$ cat src/design/topic_count_histogram_assert.svh
// Assertion macros for the count histogram block
`ifndef TOPIC_COUNT_HISTOGRAM_ASSERT_SVH
`define TOPIC_COUNT_HISTOGRAM_ASSERT_SVH

// same-cycle implication, clocked on clk_i, held off during reset
`define TCH_ASSERT_NOW(lbl, ante, cons, msg) \
  lbl: assert property (@(posedge clk_i) disable iff (!rst_ni) (ante) |-> (cons)) \
    else $error(msg);

// next-cycle implication
`define TCH_ASSERT_NEXT(lbl, ante, cons, msg) \
  lbl: assert property (@(posedge clk_i) disable iff (!rst_ni) (ante) |=> (cons)) \
    else $error(msg);

`endif

$ cat src/design/tch_pkg.sv
`timescale 1ns / 1ps
`default_nettype none

package tch_pkg;

  localparam int unsigned MAX_DOCS   = 256;
  localparam int unsigned MAX_TOPICS = 32;
  localparam int unsigned MAX_VOCAB  = 2048;
  localparam int unsigned COUNT_BITS = 16;

  localparam int unsigned DOC_BITS   = 8;
  localparam int unsigned TOPIC_BITS = 5;
  localparam int unsigned WORD_BITS  = 11;
  localparam int unsigned ACT_BITS   = 2;

  localparam int unsigned DT_ADDR_BITS = DOC_BITS + TOPIC_BITS;
  localparam int unsigned TW_ADDR_BITS = TOPIC_BITS + WORD_BITS;

  localparam int unsigned DOCS_CFG_BITS   = 9;
  localparam int unsigned TOPICS_CFG_BITS = 6;
  localparam int unsigned VOCAB_CFG_BITS  = 12;
  localparam int unsigned CFG_DATA_BITS   = 12;
  localparam int unsigned CFG_IDX_BITS    = 2;

  localparam int unsigned IN_DATA_BITS  = 24;
  localparam int unsigned OUT_DATA_BITS = 32;
  localparam int unsigned OUT_USER_BITS = 2;

  typedef enum logic [ACT_BITS-1:0] {
    ACT_COUNT  = 2'd0,
    ACT_READ   = 2'd1,
    ACT_CLEAR  = 2'd2,
    ACT_IGNORE = 2'd3
  } action_e;

  typedef enum logic [CFG_IDX_BITS-1:0] {
    CFG_DOCS   = 2'd0,
    CFG_TOPICS = 2'd1,
    CFG_VOCAB  = 2'd2,
    CFG_SPARE  = 2'd3
  } cfg_idx_e;

  typedef enum logic [1:0] {
    ST_INIT,
    ST_IDLE,
    ST_RMW,
    ST_CLEAR
  } state_e;

  typedef struct packed {
    logic accept;
    logic sweep_start;
    logic sweep_run;
    logic out_load;
  } cmd_t;

  typedef struct packed {
    logic sweep_done;
    logic out_free;
    logic in_clear;
  } sts_t;

endpackage

`default_nettype wire

$ cat src/design/tch_ctrl.sv
`timescale 1ns / 1ps
`default_nettype none

module tch_ctrl import tch_pkg::*; (
  input  wire logic clk_i,
  input  wire logic rst_ni,
  input  wire logic in_valid_i,
  output logic      in_ready_o,
  input  wire sts_t sts_i,
  output cmd_t      cmd_o
);

  state_e state_q;
  state_e state_d;

  always_ff @(posedge clk_i or negedge rst_ni) begin
    if (!rst_ni) begin
      state_q <= ST_INIT;
    end else begin
      state_q <= state_d;
    end
  end

  always_comb begin
    state_d    = state_q;
    in_ready_o = 1'b0;
    cmd_o      = '0;
    case (state_q)
      ST_INIT: begin
        cmd_o.sweep_run = !sts_i.sweep_done;
        if (sts_i.sweep_done) begin
          state_d = ST_IDLE;
        end
      end
      ST_IDLE: begin
        in_ready_o   = 1'b1;
        cmd_o.accept = in_valid_i;
        if (in_valid_i) begin
          if (sts_i.in_clear) begin
            cmd_o.sweep_start = 1'b1;
            state_d           = ST_CLEAR;
          end else begin
            state_d = ST_RMW;
          end
        end
      end
      ST_CLEAR: begin
        cmd_o.sweep_run = !sts_i.sweep_done;
        if (sts_i.sweep_done) begin
          state_d = ST_RMW;
        end
      end
      ST_RMW: begin
        if (sts_i.out_free) begin
          cmd_o.out_load = 1'b1;
          state_d        = ST_IDLE;
        end
      end
      default: begin
        state_d = ST_INIT;
      end
    endcase
  end

endmodule

`default_nettype wire

$ cat config.mk
export PLATFORM = sky130hd
export DESIGN_NAME = tch_ctrl
export DESIGN_NICKNAME = d
export VERILOG_FILES = /design/src/design/topic_count_histogram_assert.svh /design/src/design/tch_pkg.sv /design/src/design/tch_ctrl.sv
export SDC_FILE = /design/constraint.sdc
export NUM_CORES = 1
export LEC_CHECK = 0
export BUFFER_PORTS_ARGS = -buffer_cell sky130_fd_sc_hd__buf_2
export CORE_AREA = 2 2 39 41
export CTS_BUF_LIST = sky130_fd_sc_hd__clkbuf_8
export DETAILED_ROUTE_END_ITERATION = 10
export DIE_AREA = 0 0 41 43
export SLEW_MARGIN = 5
export SYNTH_ARGS = -nofsm -noshare
export SYNTH_HDL_FRONTEND = slang
export SYNTH_SLANG_ARGS = --single-unit
$ cat constraint.sdc
create_clock -name clk_i -period 1.41 [get_ports clk_i]
set_input_delay 0.0705 -clock clk_i [delete_from_list [all_inputs] [get_ports clk_i]]
set_output_delay 0.0705 -clock clk_i [all_outputs]
set_load 0.05 [all_outputs]
==> flow_metrics.env, run 1 <==
export IMPL_synth_fp_nets=32
export IMPL_dieArea_mm2=0.00176
export IMPL_maxCapViolCount=0
export IMPL_p_total_mw=1.09
export IMPL_core_area_mm2=0.00138
export IMPL_failed_checks="setup timing"
export IMPL_seq_area_frac_synth=0.260
export IMPL_synth_top_area_frac=0.260
export IMPL_wire_per_inst_um=8.91
export IMPL_routed_via_density=3.93
export IMPL_crit_fanout=3
export IMPL_regMostFlops="state_q"
export IMPL_cp_buffers_inverters=0
export IMPL_design_area_um2=402
export IMPL_grt_pass1_wl_um=759
export IMPL_finClkSkew_ps=0.664
export IMPL_worstReg2RegEnd="state_q[0]$_DFFE_PN0P_"
export IMPL_p_leak_nw=0.197
export IMPL_power_density_mw_per_mm2=2700
export IMPL_diodes=0
export IMPL_vias=220
export IMPL_slowest_stage="dfrtp_1"
export IMPL_place_ws_ps=-83.7
export IMPL_cts_tree="built"
export IMPL_rsz0062_at_grt="yes"
export IMPL_ys_ff_latch=2
export IMPL_min_period_ps=1410
export IMPL_path_cells="ha_2, or2_0, a221o_1, mux2i_1"
export IMPL_ys_types=12
export IMPL_cts_buffers=3
export IMPL_die_w_um=41
export IMPL_setup_slack_ps=-2.75
export IMPL_place_hpwl_um=339
export IMPL_cp_required_ps=1530
export IMPL_syn2layout_area_growth_pct=108
export IMPL_floorplan_initialDensity=0.139
export IMPL_final_nets=52
export IMPL_globalplace_congestion=0.612
export IMPL_maxSlewHeadroom=0.777
export IMPL_synthTopCellsByArea="dfrtp_1, ha_1, inv_1"
export IMPL_r2r_slack_ps=-3
export IMPL_grt_max_degree=8
export IMPL_port_buffers=10
export IMPL_cts_setup_buffers=0
export IMPL_antenna_found_initial=0
export IMPL_num_rows=14
export IMPL_drtPass1Iterations=1
export IMPL_slowest_delay_ps=400
export IMPL_grt_overflow=0
export IMPL_cts_max_level=1
export IMPL_cp_end_kind="flip-flop"
export IMPL_top_regs="state_q (2)"
export IMPL_vdd_drop_max_mv=0.840
export IMPL_drc_errors=0
export IMPL_finalHoldViolations=0
export IMPL_ios=11
export IMPL_tns_ps=-2.75
export IMPL_drtIter0Drc=0
export IMPL_r2r_start="state_q[1]$_DFFE_PN0P_"
export IMPL_routed_wl_um=499
export IMPL_grt_pass1_vias=216
export IMPL_worstHoldPathType="in -> async"
export IMPL_cts_buffer_depth=2
export IMPL_period_share=1.00
export IMPL_finalSetupViolations=1
export IMPL_postRouteAntennaNets=0
export IMPL_drive_above_1_share=0.625
export IMPL_fmax_mhz=708
export IMPL_rr_worst_depth=4
export IMPL_drv_slew=0
export IMPL_synthCells=22
export IMPL_start_kind="flip-flop"
export IMPL_syn_area_um2=193
export IMPL_worstMarginPinSlew_ps=333
export IMPL_root_buffer="clkbuf_8"
export IMPL_clk_pin_slew_ps=30
export IMPL_largest_reg_flops=2
export IMPL_crit_arrival_ps=1530
export IMPL_track_usage=0.0693
export IMPL_synth_area_leader_cell="dfrtp_1"
export IMPL_clk_latency_ps=210
export IMPL_syn_area_per_cell_um2=8.76
export IMPL_path_class="reg -> reg"
export IMPL_critPathTopFamily="flip-flops"
export IMPL_dpl_cell_area_um2=300
export IMPL_yosys_warnings=0
export IMPL_outcome="finished, violations left"
export IMPL_cts_sinks=2
export IMPL_die_height_um=43
==> synthesized netlist by cell type, drive strengths merged <==
| master | n |
|---|---|
| a2111oi | 1 |
| a21oi | 2 |
| a221o | 1 |
| and2 | 2 |
| and3 | 1 |
| dfrtp | 2 |
| ha | 4 |
| inv | 4 |
| mux2i | 1 |
| nor2 | 2 |
| nor2b | 1 |
| or2 | 1 |
==> logic make-up after synthesis <==
logic type / count (synthesis) / share of synthesized area
simple gates: 7 / 0.201
fa+ha+maj: 4 / 0.260
buf+inv: 4 / 0.0779
flops: 2 / 0.260
mux: 1 / 0.0520
compound gates: 4 / 0.149
==> through the flow <==
stage / utilization / hold slack, ps / cells
4_1_cts: 0.278 / 173 / 56
3_3_place_gp: 0.217 / -142 / 52
3_5_place_dp: 0.217 / -141 / 52
6_report: 0.290 / 180 / 56
2_1_floorplan: - / -225 / 22
5_1_grt: 0.290 / 192 / 56
==> routing by layer <==
metal / global-route usage / vias up / part of all wire
met5: 0 / - / 0
met4: 0.0600 / 0 / 0
met3: 0.0314 / 0 / 0.064
met2: 0.109 / 7 / 0.57
met1: 0.0613 / 103 / 0.36
li1: - / 110 / -
==> where the power goes <==
part / switching, mW / internal (mW)
clock: 0.0419 / 0.180
combinational: 0.420 / 0.324
sequential: 0.0296 / 0.0905
total: 0.491 / 0.594
==> what timing repair did <==
item,4_1_cts,5_1_grt
endpoints found under the setup margin,4,4
hold buffers,1,0
gates resized for setup,8,6
hold endpoints to repair,2,0
pin swaps,3,0
==> cell type report <==
cell class	count	area, µm²
well taps	16	20.0
fillers	160	982
inverters	4	15.0
repair buffers	15	110
multi-input cells	16	165
clock buffers	3	41.3
flip-flops and latches	2	50.0
==> worst max path at each step <==
stage	startpoint	cells after the start	end
after floorplan	state_q[0]$_DFFE_PN0P_	5	state_q[0]$_DFFE_PN0P_
after global placement	state_q[0]$_DFFE_PN0P_	5	state_q[0]$_DFFE_PN0P_
after detailed placement	state_q[0]$_DFFE_PN0P_	5	state_q[0]$_DFFE_PN0P_
after CTS	state_q[1]$_DFFE_PN0P_	5	state_q[0]$_DFFE_PN0P_
after global routing	state_q[0]$_DFFE_PN0P_	5	state_q[1]$_DFFE_PN0P_
final	state_q[1]$_DFFE_PN0P_	4	state_q[0]$_DFFE_PN0P_
==> cell usage in the layout, fill, tap and decap left out, types with 2 or more instances in the layout <==
cell type and n:
a21oi_1 2, buf_2 8, buf_4 3, buf_6 2
clkbuf_8 3, dfrtp_1 2, ha_4 2, inv_1 2
inv_2 2
Power figures use the tool's default switching activity.
==> inputs of run 2 (changes only) <==
--- a/config.mk
+++ b/config.mk
@@ -6,10 +6,14 @@
 export NUM_CORES = 1
 export LEC_CHECK = 0
 export BUFFER_PORTS_ARGS = -buffer_cell sky130_fd_sc_hd__buf_2
+export CELL_PAD_IN_SITES_DETAIL_PLACEMENT = 2
+export CELL_PAD_IN_SITES_GLOBAL_PLACEMENT = 2
 export CORE_AREA = 2 2 39 41
 export CTS_BUF_LIST = sky130_fd_sc_hd__clkbuf_8
 export DETAILED_ROUTE_END_ITERATION = 10
 export DIE_AREA = 0 0 41 43
+export HOLD_SLACK_MARGIN = 0.05
+export PLACE_DENSITY_LB_ADDON = 0.1
 export SLEW_MARGIN = 5
 export SYNTH_ARGS = -nofsm -noshare
 export SYNTH_HDL_FRONTEND = slang
==> flow_metrics.env, run 2 (same netlist as run 1, synthesis figures left out) <==
export IMPL_outcome="finished, violations left"
export IMPL_failed_checks="setup timing"
export IMPL_p_leak_nw=0.227
export IMPL_postRouteAntennaNets=0
export IMPL_clk_pin_slew_ps=30
export IMPL_utilization=0.330
export IMPL_wire_per_inst_um=11.6
export IMPL_top_regs="state_q (2)"
export IMPL_cts_tree="built"
export IMPL_globalplace_congestion=0.652
export IMPL_diodes=0
export IMPL_track_usage=0.108
export IMPL_finClkSkew_ps=3.25
export IMPL_path_class="reg -> reg"
export IMPL_drive_above_1_share=0.739
export IMPL_power_density_mw_per_mm2=2760
export IMPL_cts_buffer_depth=2
export IMPL_cp_required_ps=1500
export IMPL_cts_buffers=3
export IMPL_drv_slew=0
export IMPL_setup_slack_ps=-29.6
export IMPL_multi_input_area_um2=176
export IMPL_num_rows=14
export IMPL_floorplan_initialDensity=0.139
export IMPL_place_ws_ps=-93.6
export IMPL_worstMarginPinSlew_ps=351
export IMPL_design_area_um2=457
export IMPL_grt_pass1_wl_mm=1.22
export IMPL_root_buffer="clkbuf_8"
export IMPL_vias=247
export IMPL_crit_fanout=3
export IMPL_cp_end_kind="flip-flop"
export IMPL_crit_arrival_ps=1530
export IMPL_port_buffers=10
export IMPL_fmax_mhz=695
export IMPL_finalSetupViolations=1
export IMPL_antenna_found_initial=0
export IMPL_die_w_um=41
export IMPL_r2r_slack_ps=-30
export IMPL_clk_latency_ps=210
export IMPL_crit_start="state_q[0]$_DFFE_PN0P_"
export IMPL_maxSlewHeadroom=0.766
export IMPL_p_total_mw=1.26
export IMPL_nFillCells=155
export IMPL_worstHoldPathType="in -> async"
export IMPL_maxCapViolCount=0
export IMPL_final_cell_mix="buf_4, buf_2, clkbuf_8"
export IMPL_vdd_drop_max_mv=0.943
export IMPL_drc_errors=0
export IMPL_tns_ps=-29.6
export IMPL_period_share=1.02
export IMPL_drtPass1Iterations=1
export IMPL_start_kind="flip-flop"
export IMPL_place_hpwl_um=461
export IMPL_die_height_um=43
export IMPL_drtIter0Drc=0
export IMPL_min_period_ps=1440
export IMPL_largest_reg_flops=2
export IMPL_finalHoldViolations=0
export IMPL_core_area_mm2=0.00138
export IMPL_routed_via_density=3.98
export IMPL_dpl_cell_area_um2=300
export IMPL_routed_wl_um=717
export IMPL_syn2layout_area_growth_pct=137
export IMPL_grt_max_degree=8
export IMPL_regArea_um2=50.0
export IMPL_final_nets=58
export IMPL_cts_sinks=2
export IMPL_regMostFlops="state_q"
export IMPL_cts_max_level=1
export IMPL_r2r_start="state_q[0]$_DFFE_PN0P_"
export IMPL_rsz0062_at_grt="yes"
export IMPL_grt_pass1_vias=287
export IMPL_layout_cells_most_common="buf_4"
export IMPL_ios=11
export IMPL_dieArea_mm2=0.00176
export IMPL_grt_overflow=0
## run 2: layout make-up
type,count,area share
clock buffer,3,0.0904
inverter,4,0.0329
multi-input combinational,16,0.386
sequential,2,0.110
tap,16,0.0438
timing repair buffer,21,0.337
## run 2: critical path, stage by stage, from the launching register on
cell and delay [ps]:
dfrtp_1 390, inv_2 90, ha_4 160, or2_0 190
a221o_1 350, mux2i_1 140
## run 2: timing repair
item	in CTS	in global routing
hold buffers	1	0
gates cloned	0	0
setup buffers	5	1
pin swaps	4	1
endpoints found under the setup margin	4	4
gates resized for setup	13	4
endpoints found under the hold margin	2	0
## run 2: path summary, 6_finish.rpt
path | endpoint | cells after the start
worst max-delay path | state_q[0]$_DFFE_PN0P_ | 5
worst min-delay path | state_q[0]$_DFFE_PN0P_ | 2
worst max register to register | state_q[0]$_DFFE_PN0P_ | 5
worst min register to register | state_q[1]$_DFFE_PN0P_ | 3
max in group asynchronous | state_q[1]$_DFFE_PN0P_ | 2
min in group clk_i | state_q[0]$_DFFE_PN0P_ | 3
## run 2: where the power goes
| group | internal, mW | leakage (nW) | switching, mW | total [mW] |
|---|---|---|---|---|
| registers | 0.0904 | 0.0230 | 0.0336 | 0.124 |
| logic | 0.438 | 0.183 | 0.475 | 0.912 |
| clock network | 0.180 | 0.0216 | 0.0417 | 0.222 |
| total | 0.708 | 0.227 | 0.550 | 1.26 |
## run 2: routing by layer
layer,share of wire,track usage,vias to the layer above,wire length (µm)
met5,0,0,-,0
met1,0.39,0.109,122,277
met4,0,0.0800,0,0
met3,0.013,0.0471,0,9
met2,0.60,0.166,3,430
li1,-,-,122,-
## run 2: stage by stage
stage | hold WS [ps] | instances
after CTS | 168 | 61
after global routing | 187 | 62
after detailed placement | -142 | 52
after floorplan | -225 | 22
after global placement | -144 | 52
final | 182 | 62
